`src/design/md5_pkg.sv`:
```
// Shared constants and helper functions of the MD5 message hasher.
`timescale 1ns / 1ps
`default_nettype none

package md5_pkg;

   localparam int unsigned CHAIN_WORDS = 4;
   localparam int unsigned BLOCK_WORDS = 16;
   localparam int unsigned ROUNDS      = 64;

   // Fill levels of the block buffer, in bytes.
   localparam logic [6:0] FILL_FULL_M1 = 7'd63;
   localparam logic [6:0] FILL_LENGTH  = 7'd56;
   localparam logic [6:0] FILL_BLOCK   = 7'd64;

   localparam logic [7:0] PAD_MARK = 8'h80;

   localparam logic [31:0] INIT_CHAIN [CHAIN_WORDS] = '{
      32'h67452301, 32'hefcdab89, 32'h98badcfe, 32'h10325476
   };

   localparam logic [31:0] ROUND_CONST [ROUNDS] = '{
      32'hd76aa478, 32'he8c7b756, 32'h242070db, 32'hc1bdceee,
      32'hf57c0faf, 32'h4787c62a, 32'ha8304613, 32'hfd469501,
      32'h698098d8, 32'h8b44f7af, 32'hffff5bb1, 32'h895cd7be,
      32'h6b901122, 32'hfd987193, 32'ha679438e, 32'h49b40821,
      32'hf61e2562, 32'hc040b340, 32'h265e5a51, 32'he9b6c7aa,
      32'hd62f105d, 32'h02441453, 32'hd8a1e681, 32'he7d3fbc8,
      32'h21e1cde6, 32'hc33707d6, 32'hf4d50d87, 32'h455a14ed,
      32'ha9e3e905, 32'hfcefa3f8, 32'h676f02d9, 32'h8d2a4c8a,
      32'hfffa3942, 32'h8771f681, 32'h6d9d6122, 32'hfde5380c,
      32'ha4beea44, 32'h4bdecfa9, 32'hf6bb4b60, 32'hbebfbc70,
      32'h289b7ec6, 32'heaa127fa, 32'hd4ef3085, 32'h04881d05,
      32'hd9d4d039, 32'he6db99e5, 32'h1fa27cf8, 32'hc4ac5665,
      32'hf4292244, 32'h432aff97, 32'hab9423a7, 32'hfc93a039,
      32'h655b59c3, 32'h8f0ccc92, 32'hffeff47d, 32'h85845dd1,
      32'h6fa87e4f, 32'hfe2ce6e0, 32'ha3014314, 32'h4e0811a1,
      32'hf7537e82, 32'hbd3af235, 32'h2ad7d2bb, 32'heb86d391
   };

   // Rotate amounts, indexed by {round group, round index bits 1:0}.
   localparam logic [4:0] ROT_AMOUNT [16] = '{
      5'd7, 5'd12, 5'd17, 5'd22, 5'd5, 5'd9,  5'd14, 5'd20,
      5'd4, 5'd11, 5'd16, 5'd23, 5'd6, 5'd10, 5'd15, 5'd21
   };

   // Message word used by a round.
   function automatic logic [3:0] word_index(input logic [5:0] round);
      logic [3:0] r;
      logic [3:0] idx;
      r = round[3:0];
      unique case (round[5:4])
         2'd0: idx = r;
         2'd1: idx = 4'(r * 4'd5 + 4'd1);
         2'd2: idx = 4'(r * 4'd3 + 4'd5);
         2'd3: idx = 4'(r * 4'd7);
         default: idx = r;
      endcase
      return idx;
   endfunction

   function automatic logic [31:0] rotl32(input logic [31:0] v, input logic [4:0] s);
      logic [63:0] t;
      t = {v, v} << s;
      return t[63:32];
   endfunction

endpackage

`default_nettype wire

```
`src/design/md5_channels.sv`:
```
// Request and response channel interfaces of the MD5 message hasher.
`timescale 1ns / 1ps
`default_nettype none

interface md5_req_if;
   logic       valid;
   logic       ready;
   logic [7:0] message_byte;
   logic       last_byte;

   modport source (output valid, output message_byte, output last_byte, input ready);
   modport sink   (input valid, input message_byte, input last_byte, output ready);
endinterface

interface md5_rsp_if;
   logic        valid;
   logic        ready;
   logic [31:0] digest_word_a;
   logic [31:0] digest_word_b;
   logic [31:0] digest_word_c;
   logic [31:0] digest_word_d;

   modport source (output valid, output digest_word_a, output digest_word_b,
                   output digest_word_c, output digest_word_d, input ready);
   modport sink   (input valid, input digest_word_a, input digest_word_b,
                   input digest_word_c, input digest_word_d, output ready);
endinterface

`default_nettype wire

```
`src/design/md5_message_hasher.sv`:
```
// Top level of the MD5 message hasher: byte intake, padding and the round sequencer.
//
// Usage: each request on req_if carries one message byte and a last-byte
// mark. Messages are at least one byte long. A response on rsp_if carries
// the 128-bit MD5 digest as four little-endian words, and comes only for a
// request whose last-byte mark is set.
// Throughput: in the idle state a byte is taken every cycle. Every 64th
// byte starts a compression (a load step, 64 rounds of the single shared
// round unit and a final step that adds into the chaining words), during
// which req_if.ready is low. After a last byte that leaves F bytes in the
// buffer, the sequencer writes the 0x80 mark, then the zero bytes (the
// zero run ends with a step that writes nothing), then the length, and
// runs a compression; F of 56 or more adds a second compression and more
// zero bytes. The digest and rsp_if.valid are registered when the final
// compression ends.
// Reset (synchronous, active high) empties the buffer count, clears the
// bit length, loads the standard initial chaining words and drops
// rsp_if.valid. The next message may start while a digest still waits in
// the output register; only the end of the next digest stalls until the
// receiver has taken the waiting one.
`timescale 1ns / 1ps
`default_nettype none

module md5_message_hasher (
   input  wire logic  clock,
   input  wire logic  reset,
   md5_req_if.sink    req_if,
   md5_rsp_if.source  rsp_if
);

   typedef enum logic [2:0] {
      S_IDLE,
      S_PAD,
      S_ZERO,
      S_LEN,
      S_PREP,
      S_ROUND,
      S_FINAL
   } state_type;

   // What the running compression is for, and so where the sequencer goes after it.
   typedef enum logic [1:0] {
      K_DATA,
      K_SPILL,
      K_LAST
   } kind_type;

   state_type   state_ff, state_in;
   kind_type    kind_ff, kind_in;
   logic [6:0]  fill_ff, fill_in;
   logic [63:0] bitlen_ff, bitlen_in;
   logic        last_ff, last_in;
   logic        spill_ff, spill_in;
   logic [5:0]  round_ff, round_in;
   logic        rsp_valid_ff, rsp_valid_in;

   logic [31:0] ch_ff     [md5_pkg::CHAIN_WORDS];
   logic [31:0] ch_in     [md5_pkg::CHAIN_WORDS];
   logic [31:0] digest_ff [md5_pkg::CHAIN_WORDS];
   logic [31:0] digest_in [md5_pkg::CHAIN_WORDS];

   // Working variables of the compression and the precomputed K + W term.
   logic [31:0] wa_ff, wb_ff, wc_ff, wd_ff;
   logic [31:0] wa_in, wb_in, wc_in, wd_in;
   logic [31:0] kw_ff, kw_in;

   // Block buffer, held as sixteen little-endian words.
   logic [31:0] buf_ff [md5_pkg::BLOCK_WORDS];

   logic        accept;
   logic        digest_stall;
   logic [31:0] round_f;
   logic [31:0] round_sum;
   logic [31:0] round_b;
   logic [5:0]  kw_round;
   logic [4:0]  shift;

   assign accept       = req_if.valid && req_if.ready;
   assign digest_stall = rsp_valid_ff && !rsp_if.ready;

   assign req_if.ready         = (state_ff == S_IDLE);
   assign rsp_if.valid         = rsp_valid_ff;
   assign rsp_if.digest_word_a = digest_ff[0];
   assign rsp_if.digest_word_b = digest_ff[1];
   assign rsp_if.digest_word_c = digest_ff[2];
   assign rsp_if.digest_word_d = digest_ff[3];

   // The shared round unit: one MD5 step per cycle.
   always_comb begin
      unique case (round_ff[5:4])
         2'd0: round_f = wd_ff ^ (wb_ff & (wc_ff ^ wd_ff));
         2'd1: round_f = wc_ff ^ (wd_ff & (wc_ff ^ wb_ff));
         2'd2: round_f = wb_ff ^ wc_ff ^ wd_ff;
         2'd3: round_f = wc_ff ^ (wb_ff | ~wd_ff);
         default: round_f = wb_ff ^ wc_ff ^ wd_ff;
      endcase
      shift     = md5_pkg::ROT_AMOUNT[{round_ff[5:4], round_ff[1:0]}];
      round_sum = wa_ff + round_f + kw_ff;
      round_b   = wb_ff + md5_pkg::rotl32(round_sum, shift);
      // K + W is registered before the round that uses it, so the round itself has one add less.
      kw_round  = (state_ff == S_PREP) ? 6'd0 : 6'(round_ff + 6'd1);
      kw_in     = md5_pkg::ROUND_CONST[kw_round] + buf_ff[md5_pkg::word_index(kw_round)];
   end

   // Sequencer next-state logic.
   always_comb begin
      state_in     = state_ff;
      kind_in      = kind_ff;
      fill_in      = fill_ff;
      bitlen_in    = bitlen_ff;
      last_in      = last_ff;
      spill_in     = spill_ff;
      round_in     = round_ff;
      rsp_valid_in = rsp_valid_ff && !rsp_if.ready;
      wa_in        = wa_ff;
      wb_in        = wb_ff;
      wc_in        = wc_ff;
      wd_in        = wd_ff;
      for (int k = 0; k < md5_pkg::CHAIN_WORDS; k++) begin
         ch_in[k]     = ch_ff[k];
         digest_in[k] = digest_ff[k];
      end

      unique case (state_ff)
         S_IDLE: begin
            if (accept) begin
               fill_in   = 7'(fill_ff + 7'd1);
               bitlen_in = bitlen_ff + 64'd8;
               last_in   = req_if.last_byte;
               if (fill_ff == md5_pkg::FILL_FULL_M1) begin
                  kind_in  = K_DATA;
                  state_in = S_PREP;
               end else if (req_if.last_byte) begin
                  state_in = S_PAD;
               end
            end
         end
         S_PAD: begin
            fill_in  = 7'(fill_ff + 7'd1);
            // The mark leaves no room for the length: a second block follows.
            spill_in = (fill_ff >= md5_pkg::FILL_LENGTH);
            state_in = S_ZERO;
         end
         S_ZERO: begin
            if (!spill_ff && fill_ff == md5_pkg::FILL_LENGTH) begin
               state_in = S_LEN;
            end else if (fill_ff == md5_pkg::FILL_BLOCK) begin
               kind_in  = K_SPILL;
               state_in = S_PREP;
            end else begin
               fill_in = 7'(fill_ff + 7'd1);
            end
         end
         S_LEN: begin
            kind_in  = K_LAST;
            state_in = S_PREP;
         end
         S_PREP: begin
            wa_in    = ch_ff[0];
            wb_in    = ch_ff[1];
            wc_in    = ch_ff[2];
            wd_in    = ch_ff[3];
            round_in = 6'd0;
            state_in = S_ROUND;
         end
         S_ROUND: begin
            wa_in    = wd_ff;
            wb_in    = round_b;
            wc_in    = wb_ff;
            wd_in    = wc_ff;
            round_in = 6'(round_ff + 6'd1);
            if (round_ff == 6'(md5_pkg::ROUNDS - 1)) begin
               state_in = S_FINAL;
            end
         end
         S_FINAL: begin
            unique case (kind_ff)
               K_DATA: begin
                  ch_in[0] = ch_ff[0] + wa_ff;
                  ch_in[1] = ch_ff[1] + wb_ff;
                  ch_in[2] = ch_ff[2] + wc_ff;
                  ch_in[3] = ch_ff[3] + wd_ff;
                  fill_in  = 7'd0;
                  state_in = last_ff ? S_PAD : S_IDLE;
               end
               K_SPILL: begin
                  ch_in[0] = ch_ff[0] + wa_ff;
                  ch_in[1] = ch_ff[1] + wb_ff;
                  ch_in[2] = ch_ff[2] + wc_ff;
                  ch_in[3] = ch_ff[3] + wd_ff;
                  fill_in  = 7'd0;
                  spill_in = 1'b0;
                  state_in = S_ZERO;
               end
               K_LAST: begin
                  // Hold the finished digest here until the output register is free.
                  if (!digest_stall) begin
                     digest_in[0] = ch_ff[0] + wa_ff;
                     digest_in[1] = ch_ff[1] + wb_ff;
                     digest_in[2] = ch_ff[2] + wc_ff;
                     digest_in[3] = ch_ff[3] + wd_ff;
                     rsp_valid_in = 1'b1;
                     for (int k = 0; k < md5_pkg::CHAIN_WORDS; k++) begin
                        ch_in[k] = md5_pkg::INIT_CHAIN[k];
                     end
                     fill_in   = 7'd0;
                     bitlen_in = 64'd0;
                     last_in   = 1'b0;
                     state_in  = S_IDLE;
                  end
               end
               default: state_in = S_IDLE;
            endcase
         end
         default: state_in = S_IDLE;
      endcase
   end

   always_ff @(posedge clock) begin
      if (reset) begin
         state_ff     <= S_IDLE;
         kind_ff      <= K_DATA;
         fill_ff      <= 7'd0;
         bitlen_ff    <= 64'd0;
         last_ff      <= 1'b0;
         spill_ff     <= 1'b0;
         round_ff     <= 6'd0;
         rsp_valid_ff <= 1'b0;
         for (int k = 0; k < md5_pkg::CHAIN_WORDS; k++) begin
            ch_ff[k] <= md5_pkg::INIT_CHAIN[k];
         end
      end else begin
         state_ff     <= state_in;
         kind_ff      <= kind_in;
         fill_ff      <= fill_in;
         bitlen_ff    <= bitlen_in;
         last_ff      <= last_in;
         spill_ff     <= spill_in;
         round_ff     <= round_in;
         rsp_valid_ff <= rsp_valid_in;
         for (int k = 0; k < md5_pkg::CHAIN_WORDS; k++) begin
            ch_ff[k] <= ch_in[k];
         end
      end
      wa_ff <= wa_in;
      wb_ff <= wb_in;
      wc_ff <= wc_in;
      wd_ff <= wd_in;
      kw_ff <= kw_in;
      for (int k = 0; k < md5_pkg::CHAIN_WORDS; k++) begin
         digest_ff[k] <= digest_in[k];
      end
   end

   // Block buffer writes: message bytes, the pad mark, zero bytes and the length.
   always_ff @(posedge clock) begin
      unique case (state_ff)
         S_IDLE: begin
            if (accept) begin
               buf_ff[fill_ff[5:2]][{fill_ff[1:0], 3'b000} +: 8] <= req_if.message_byte;
            end
         end
         S_PAD: begin
            buf_ff[fill_ff[5:2]][{fill_ff[1:0], 3'b000} +: 8] <= md5_pkg::PAD_MARK;
         end
         S_ZERO: begin
            if (fill_ff != md5_pkg::FILL_BLOCK &&
                !(!spill_ff && fill_ff == md5_pkg::FILL_LENGTH)) begin
               buf_ff[fill_ff[5:2]][{fill_ff[1:0], 3'b000} +: 8] <= 8'h00;
            end
         end
         S_LEN: begin
            buf_ff[md5_pkg::BLOCK_WORDS - 2] <= bitlen_ff[31:0];
            buf_ff[md5_pkg::BLOCK_WORDS - 1] <= bitlen_ff[63:32];
         end
         default: begin
         end
      endcase
   end

`ifndef SYNTHESIS
   a_prep_starts_round0: assert property (@(posedge clock) disable iff (reset)
      (state_ff == S_PREP) |=> (state_ff == S_ROUND && round_ff == 6'd0))
      else $error("compression did not start at round zero");

   a_rsp_from_last_block: assert property (@(posedge clock) disable iff (reset)
      $rose(rsp_if.valid) |-> $past(state_ff == S_FINAL && kind_ff == K_LAST))
      else $error("digest raised outside the final compression");

   a_reinit_after_digest: assert property (@(posedge clock) disable iff (reset)
      (state_ff == S_FINAL && kind_ff == K_LAST && !digest_stall) |=>
      (state_ff == S_IDLE && fill_ff == 7'd0 && bitlen_ff == 64'd0 &&
       ch_ff[0] == md5_pkg::INIT_CHAIN[0] && ch_ff[3] == md5_pkg::INIT_CHAIN[3]))
      else $error("hasher not reinitialized after a digest");

   a_zero_fill_bound: assert property (@(posedge clock) disable iff (reset)
      (state_ff == S_ZERO && !spill_ff) |-> (fill_ff <= md5_pkg::FILL_LENGTH))
      else $error("zero padding ran past the length field");
`endif

endmodule

`default_nettype wire

```
`src/flat_wrapper.sv`:
```
// flat-port wrapper written by rule: the top's interface ports become plain ports
module md5_message_hasher_flat 
  (clock, reset, req_if_valid, req_if_message_byte, req_if_last_byte, req_if_ready, rsp_if_valid, rsp_if_digest_word_a, rsp_if_digest_word_b, rsp_if_digest_word_c, rsp_if_digest_word_d, rsp_if_ready);
  md5_req_if req_if_i ();
  md5_rsp_if rsp_if_i ();
  input  wire logic clock;
  input  wire logic reset;
  input wire logic [$bits(req_if_i.valid)-1:0] req_if_valid;
  input wire logic [$bits(req_if_i.message_byte)-1:0] req_if_message_byte;
  input wire logic [$bits(req_if_i.last_byte)-1:0] req_if_last_byte;
  output wire logic [$bits(req_if_i.ready)-1:0] req_if_ready;
  output wire logic [$bits(rsp_if_i.valid)-1:0] rsp_if_valid;
  output wire logic [$bits(rsp_if_i.digest_word_a)-1:0] rsp_if_digest_word_a;
  output wire logic [$bits(rsp_if_i.digest_word_b)-1:0] rsp_if_digest_word_b;
  output wire logic [$bits(rsp_if_i.digest_word_c)-1:0] rsp_if_digest_word_c;
  output wire logic [$bits(rsp_if_i.digest_word_d)-1:0] rsp_if_digest_word_d;
  input wire logic [$bits(rsp_if_i.ready)-1:0] rsp_if_ready;
  assign req_if_i.valid = req_if_valid;
  assign req_if_i.message_byte = req_if_message_byte;
  assign req_if_i.last_byte = req_if_last_byte;
  assign req_if_ready = req_if_i.ready;
  assign rsp_if_valid = rsp_if_i.valid;
  assign rsp_if_digest_word_a = rsp_if_i.digest_word_a;
  assign rsp_if_digest_word_b = rsp_if_i.digest_word_b;
  assign rsp_if_digest_word_c = rsp_if_i.digest_word_c;
  assign rsp_if_digest_word_d = rsp_if_i.digest_word_d;
  assign rsp_if_i.ready = rsp_if_ready;
  md5_message_hasher u_core (.clock(clock), .reset(reset), .req_if(req_if_i), .rsp_if(rsp_if_i));
endmodule
```
`config.mk`:
```
export PLATFORM = sky130hd
export DESIGN_NAME = md5_message_hasher_flat
export DESIGN_NICKNAME = d
export VERILOG_FILES = /design/src/design/md5_pkg.sv /design/src/design/md5_channels.sv /design/src/design/md5_message_hasher.sv /design/src/flat_wrapper.sv
export SDC_FILE = /design/constraint.sdc
export NUM_CORES = 2
export LEC_CHECK = 0
export BUFFER_PORTS_ARGS = -buffer_cell sky130_fd_sc_hd__buf_4
export CORE_AREA = 2 2 385 387
export CTS_BUF_LIST = sky130_fd_sc_hd__clkbuf_8
export DETAILED_ROUTE_END_ITERATION = 10
export DIE_AREA = 0 0 387 389
export SLEW_MARGIN = 20
export SYNTH_ARGS = -nofsm -noshare
export SYNTH_HDL_FRONTEND = slang
export SYNTH_SLANG_ARGS = --single-unit
```
`constraint.sdc`:
```
create_clock -name clock -period 11.5 [get_ports clock]
set_input_delay 1.725 -clock clock [delete_from_list [all_inputs] [get_ports clock]]
set_output_delay 1.725 -clock clock [all_outputs]
set_load 0.01 [all_outputs]
```
# Word level (Yosys, flattened, before mapping)
# Memory sizes are Yosys's and may differ from the RTL's.
# Cells that the tools add are included.
[op_classes]
n_eq_ne = 32
multipliers = 3
shifts = 5
n_reduce_logical = 23
n_addsub = 14
magnitude_cmp = 3
n_bitwise = 80
muxes = 135
[op_table]
columns = ["operator", "count"]
rows = [
  ["2-to-1 mux 128 bit", 5],
  ["2-to-1 mux 32 bit", 11],
  ["adder 32 bit", 8],
  ["one-hot mux 128 bit (2 select lines)", 1],
  ["one-hot mux 32 bit (2 select lines)", 4],
  ["2-to-1 mux 64 bit", 3],
  ["XOR 32 bit", 6],
  ["one-hot mux 32 bit (4 select lines)", 1],
  ["one-hot mux 64 bit (2 select lines)", 1],
  ["2-to-1 mux 1 bit", 81],
  ["bitwise OR 1 bit", 68],
  ["adder 64 x 4 -> 64 bit, second input constant", 1],
  ["bitwise AND 32 bit", 2],
  ["indexed part select 8 x 7 -> 32 bit, first input constant", 2],
  ["<< shifter 64 x 5 -> 64 bit", 1],
  ["inverter 32 bit", 1],
  ["bitwise OR 32 bit", 1],
  ["OR reduction 32 bit", 1],
  ["variable shift 8 x 7 -> 32 bit, first input constant", 1],
  ["indexed part select 8 x 7 -> 32 bit", 1],
  ["2-to-1 mux 7 bit", 4],
  ["one-hot mux 7 bit (4 select lines)", 1],
  ["2-to-1 mux 3 bit", 7],
  ["one-hot mux 3 bit (7 select lines)", 1],
  ["other kinds (48)", 82],
]
[totals]
reg_bits = 245
inputBits = 13
romBits = 2128
wordCells = 313
mem_bits_rw = 768
mem_count = 5
output_inout_bits = 130
[memory_table]
columns = ["name", "depth", "width", "rd", "rd_ports_with_merged_regs", "wr", "line", "text"]
rows = [
  ["(no name shown)", 64, 32, 1, 0, 0, "md5_message_hasher.sv:102", "kw_in = md5_pkg::ROUND_CONST[kw_round] + buf_ff[md5_pkg::word_index(kw_round)];"],
  ["u_core.buf_ff", 16, 32, 1, 0, 2, "md5_message_hasher.sv:68", "logic [31:0] buf_ff [md5_pkg::BLOCK_WORDS];"],
  ["u_core.ch_ff", 4, 32, 4, 0, 4, "md5_message_hasher.sv:57", "logic [31:0] ch_ff [md5_pkg::CHAIN_WORDS];"],
  ["u_core.digest_ff", 4, 32, 4, 0, 4, "md5_message_hasher.sv:59", "logic [31:0] digest_ff [md5_pkg::CHAIN_WORDS];"],
  ["(no name shown)", 16, 5, 1, 0, 0, "md5_message_hasher.sv:97", "shift = md5_pkg::ROT_AMOUNT[{round_ff[5:4], round_ff[1:0]}];"],
]

# Depth between registers and ports, before layout
[depth]
ltp_word = 9
depth_mapped = 39

# Worst setup path after synthesis
# OpenSTA, ideal clock, no wires.
[synth_path]
kind = "register to register"
from = "reg u_core.state_ff[2]"
to = "reg u_core.kw_ff[27]"
required_time_ps = 11428
arrival_time_ps = 9712
n_path_buf = 7
path_slack_ps = 1716
path_stages_with_launch = 32
period_less_slack_ps = 9784
path_cell_list = "dfxtp_1 -> buf_2 -> nand2_1 -> inv_1 -> nand2_1 -> clkbuf_1 -> nand2_1 -> clkbuf_1 -> clkbuf_1 -> fa_1 -> inv_1 -> ha_1 -> a211oi_1 -> a211oi_1 -> clkbuf_1 -> clkbuf_1 -> clkbuf_1 -> a21oi_1 -> a21oi_1 -> ha_1 -> a21o_1 -> a21oi_1 -> o21ai_0 -> nand4_1 -> nand2_1 -> o31ai_1 -> o31ai_1 -> a311oi_1 -> o21bai_1 -> a21o_1 -> a21oi_1 -> xnor2_1"
[synth_between]
elab_chain_len = 7
[synth_rtl]
columns = ["element", "line", "text"]
rows = [
  ["start, declared", "md5_message_hasher.sv:48", "state_type state_ff, state_in;"],
  ["start signal, assigned", "md5_message_hasher.sv:233", "state_ff <= state_in;"],
  ["equality test 3 bit *", "md5_message_hasher.sv:101", "kw_round = (state_ff == S_PREP) ? 6'd0 : 6'(round_ff + 6'd1);"],
  ["2-to-1 mux 6 bit *", "md5_message_hasher.sv:101", ""],
  ["multiplier 4 x 2 -> 4 bit, or another cell as far along", "md5_pkg.sv:55", "2'd2: idx = 4'(r * 4'd3 + 4'd5);"],
  ["adder 4 x 3 -> 4 bit, or another cell as far along", "md5_pkg.sv:55", ""],
  ["one-hot mux 4 bit (4 select lines) or 2-to-1 mux 32 bit (tied branches)", "md5_pkg.sv:52, md5_message_hasher.sv:102", ""],
  ["memory (16 x 32 bit) or 2-to-1 mux 32 bit (tied branches)", "-", ""],
  ["adder 32 bit *", "md5_message_hasher.sv:102", ""],
  ["net u_core.kw_in[27]", "md5_message_hasher.sv:65", "logic [31:0] kw_ff, kw_in;"],
  ["end signal, assigned", "md5_message_hasher.sv:249", "kw_ff <= kw_in;"],
  ["end, declared", "md5_message_hasher.sv:65", ""],
]
# The timed path passes the listed nets; every way through them passes the cells marked *. The select of a mux whose other input is x is not followed.
# A chain may end at the register's enable or synchronous reset.

# Worst setup path after layout
[layout_path]
from = "reg u_core.round_ff[5]"
to = "reg u_core.wb_ff[28], data pin"
[layout_between]
elab_chain_len = 7
[layout_rtl]
columns = ["element", "line", "text"]
rows = [
  ["start, declared", "md5_message_hasher.sv:54", "logic [5:0] round_ff, round_in;"],
  ["start signal, assigned", "md5_message_hasher.sv:239", "round_ff <= round_in;"],
  ["equality test 2 bit, or another cell as far along", "md5_message_hasher.sv:90", "unique case (round_ff[5:4])"],
  ["one-hot mux 32 bit (4 select lines) or memory (16 x 5 bit) (tied branches)", "-", ""],
  ["adder 32 bit or 2-to-1 mux 5 bit (tied branches) (2 in series)", "md5_message_hasher.sv:98, md5_message_hasher.sv:97", ""],
  ["<< shifter 64 x 5 -> 64 bit *", "md5_pkg.sv:64", "t = {v, v} << s;"],
  ["adder 32 bit *", "md5_message_hasher.sv:99", "round_b = wb_ff + md5_pkg::rotl32(round_sum, shift);"],
  ["one-hot mux 32 bit (2 select lines) *", "md5_message_hasher.sv:124", "unique case (state_ff)"],
  ["net u_core.wb_in[28]", "md5_message_hasher.sv:64", "logic [31:0] wa_in, wb_in, wc_in, wd_in;"],
  ["end signal, assigned", "md5_message_hasher.sv:246", "wb_ff <= wb_in;"],
  ["end, declared", "md5_message_hasher.sv:63", "logic [31:0] wa_ff, wb_ff, wc_ff, wd_ff;"],
]
# Marks and branches as above.

==> flow_metrics.tcl <==
set metrics [dict create \
    status "completed" \
    netlist_instances 5989 \
    drc 0 \
    antenna_found_initial 11 \
    overflow 0 \
    nNetsFinal 6331 \
    hold_start "u_core.ch_ff[2][26]" \
    rows 141 \
    synth_fp_nets 6296 \
    gp_congestion 0.9801 \
    yosysWarnings 0 \
    rsz0062_at_grt "false" \
    vias 47410 \
    wl_mm 189.9 \
    cts_hold_buffers 0 \
    worstPathRequired_ps 12120 \
    port_buffers 142 \
    maxCapViolCount 0 \
    synth_seq_cells 1010 \
    cts.repair.resized 0 \
    synth-edff-count 768 \
    end_kind "flop" \
    hold_viol 0 \
    fill_cells 14090 \
    crit_fanout 56 \
    post_cts.repair.setup_buffers 0 \
    ios 143 \
    slew_violations 0 \
    dr.pass1.iters 8 \
    holdPathStages 2 \
    core_area_um2 146600 \
    path_clk_slew_ps 70 \
    tightest_slew_ps 1212 \
    netlist.area_leader.share 0.3955 \
    ant_nets 0 \
    rrSetupSlack_ps 1620 \
    synth_ff_type "edfxtp_1" \
    cp.arrival_ps 10500 \
    hold_end "u_core.ch_ff[2][26]" \
    rr_endpoint "u_core.wb_ff[28]" \
    period_share 0.8588 \
    dieArea_um2 150500 \
    r2r_start "u_core.round_ff[5]" \
    clk_latency_ps 930 \
    p_per_area_nw_per_um2 207.5 \
    start_util 0.3978 \
    seqCellArea_um2 27910 \
    hold-worst-slack_ps 484.6 \
    final_cell_mix "nand2_1 (847), edfxtp_1 (768), nor2_1 (420), a21oi_1 (400), inv_1 (309)" \
    critical_path.slowest_cell "nor2b_2" \
    cts_buffers 172 \
    htree_levels 4 \
    routed_via_density 5.852 \
    mostFrequentLayoutCell "nand2_1" \
    slew_headroom 0.1857 \
    cp-start-kind "flop" \
    tns_ps 0 \
    setup_violations 0 \
    path_class "reg2reg" \
    grt_use_total 0.2450 \
    syn_area_um2 58310 \
    yosys.area.top_type "edfxtp_1" \
    finClkSkew_ps 56.87 \
    crit_path_frequent_cell "o21ai_0" \
    area_delta_synth_final_pct 10.89 \
    max_stage_delay_ps 760 \
    routedWlPerCell_um 23.44 \
    drt_iter0_markers 4788 \
    yosys-top-cells-area "edfxtp_1 (40%), dfxtp_1 (8.3%), nand2_1 (5.5%), ha_1 (5.4%), a21oi_1 (3.4%)" \
    die_h_um 389 \
    cts_tree "built" \
    grt_start_max_net_pins 178 \
    die_w_um 387 \
    max_freq_ghz 0.1013 \
    clk_path_buf_depth 3 \
    drive_gt1_frac 0.08591 \
    peakVddDrop_mv 0.2098 \
    min_path_type "reg2reg" \
    period_needed_ps 9876 \
    syn_avg_cell_area_um2 9.737 \
    yosysUniqueCellTypes 89 \
    total_leakage_power_nw 24.38 \
    r2r_cells 33 \
    cts.sinks 1010 \
    grt_pass1_vias 44470 \
    grt_pass1_wl_mm 283.6 \
    multi_input_area_um2 28350 \
    place_hpwl_mm 133.8 \
    synth_async_sr_flop_share 0 \
    synth-seq-area-share 0.4786 \
    root_buffer "clkbuf_8" \
]
## per-layer routing
layer / global-route usage / vias to the layer above / routed length (um)
li1: - / 22140 / -
met1: 0.3319 / 23110 / 82830
met2: 0.3973 / 1787 / 88050
met3: 0.03292 / 370 / 11740
met4: 0.09668 / 4 / 7246
met5: 0 / - / 23
## synthesized netlist by cell type, drive strengths merged, types with 32 or more instances
cell type	number
ha	253
nand3	127
xnor2	159
a21o	108
edfxtp	768
mux2i	65
a22oi	53
nand2	852
a31oi	142
o22a	48
or3	35
and2	175
o21ai	296
o221ai	41
a211oi	211
nor3	84
o211ai	32
clkbuf	293
a22o	56
nand4	36
inv	240
nor2	429
dfxtp	242
fa	41
o22ai	64
a311oi	71
a21oi	403
buf	66
o21a	52
nand2b	76
xor2	135
## cell type report
cell class | count | area share
sequential | 1010 | 0.4317
clock inverter | 130 | 0.01233
antenna | 2 | 0.00007740
clock buffer | 189 | 0.04023
timing repair buffer | 220 | 0.02593
inverter | 241 | 0.01407
tap | 1930 | 0.03734
multi-input combinational | 4379 | 0.4384
## how the worst max path moves through the flow
| stage | start | end |
|---|---|---|
| 6_report | u_core.round_ff[5] | u_core.wb_ff[28] |
| 5_1_grt | u_core.round_ff[5] | u_core.wb_ff[28] |
| 3_3_place_gp | u_core.round_ff[5] | u_core.wb_ff[28] |
| 4_1_cts | u_core.round_ff[4] | u_core.wb_ff[28] |
| 2_1_floorplan | u_core.state_ff[2] | u_core.kw_ff[27] |
| 3_5_place_dp | u_core.round_ff[4] | u_core.wb_ff[28] |
## where the power goes
part / internal [mW] / switching [mW]
logic: 2.13 / 3.73
clock network: 1.63 / 1.56
registers: 4.24 / 0.133
total: 8.00 / 5.42
## kinds of logic (layout without fill, tap and decap cells)
family | after synthesis | in the layout | share of synthesized area
xor gates and xnor gates | 294 | 294 | 0.04429
buffers and inverters | 600 | 780 | 0.03950
adders and majority gates | 325 | 325 | 0.07368
other | 0 | 2 | 0
AOI/OAI and AO/OA | 1753 | 1753 | 0.2003
DFF | 1010 | 1010 | 0.4786
and+or+nand+nor | 1922 | 1922 | 0.1477
muxes | 85 | 85 | 0.01601
## flip-flops by register name (all words and copies together) (netlist names)
name                 flops
u_core.wb_ff            32
u_core.buf_ff          512
u_core.wd_ff            32
u_core.state_ff          3
u_core.digest_ff       128
u_core.kw_ff            32
u_core.kind_ff           2
u_core.rsp_if.valid      1
u_core.wa_ff            32
u_core.ch_ff           128
u_core.last_ff           1
u_core.fill_ff           7
u_core.spill_ff          1
u_core.round_ff          6
u_core.bitlen_ff        61
u_core.wc_ff            32
## critical path, delay by kind of cell, from the launching register on
kind | cells | cell delay (ps)
AND/OR/NAND/NOR | 3 | 1120
AO/OA/AOI/OAI | 18 | 4980
adder cells (fa/ha/maj) | 5 | 1580
multiplexers | 3 | 610
flip-flops | 1 | 700
buffers and inverters | 2 | 110
XOR/XNOR | 2 | 460
## metrics by stage
stage	power [mW]	area [um2]	utilization	setup slack [ps]	instances
global placement	10.17	61260	0.4179	1952	7780
global route	14.21	64660	0.4411	840.6	8100
detailed placement	10.18	61260	0.4179	1898	7780
CTS	13.39	64660	0.4410	1870	8099
floorplan	8.555	58310	-	1716	5989
finish	13.42	64660	0.4411	1624	8101
Note: power is estimated with default switching activity, not from simulation.
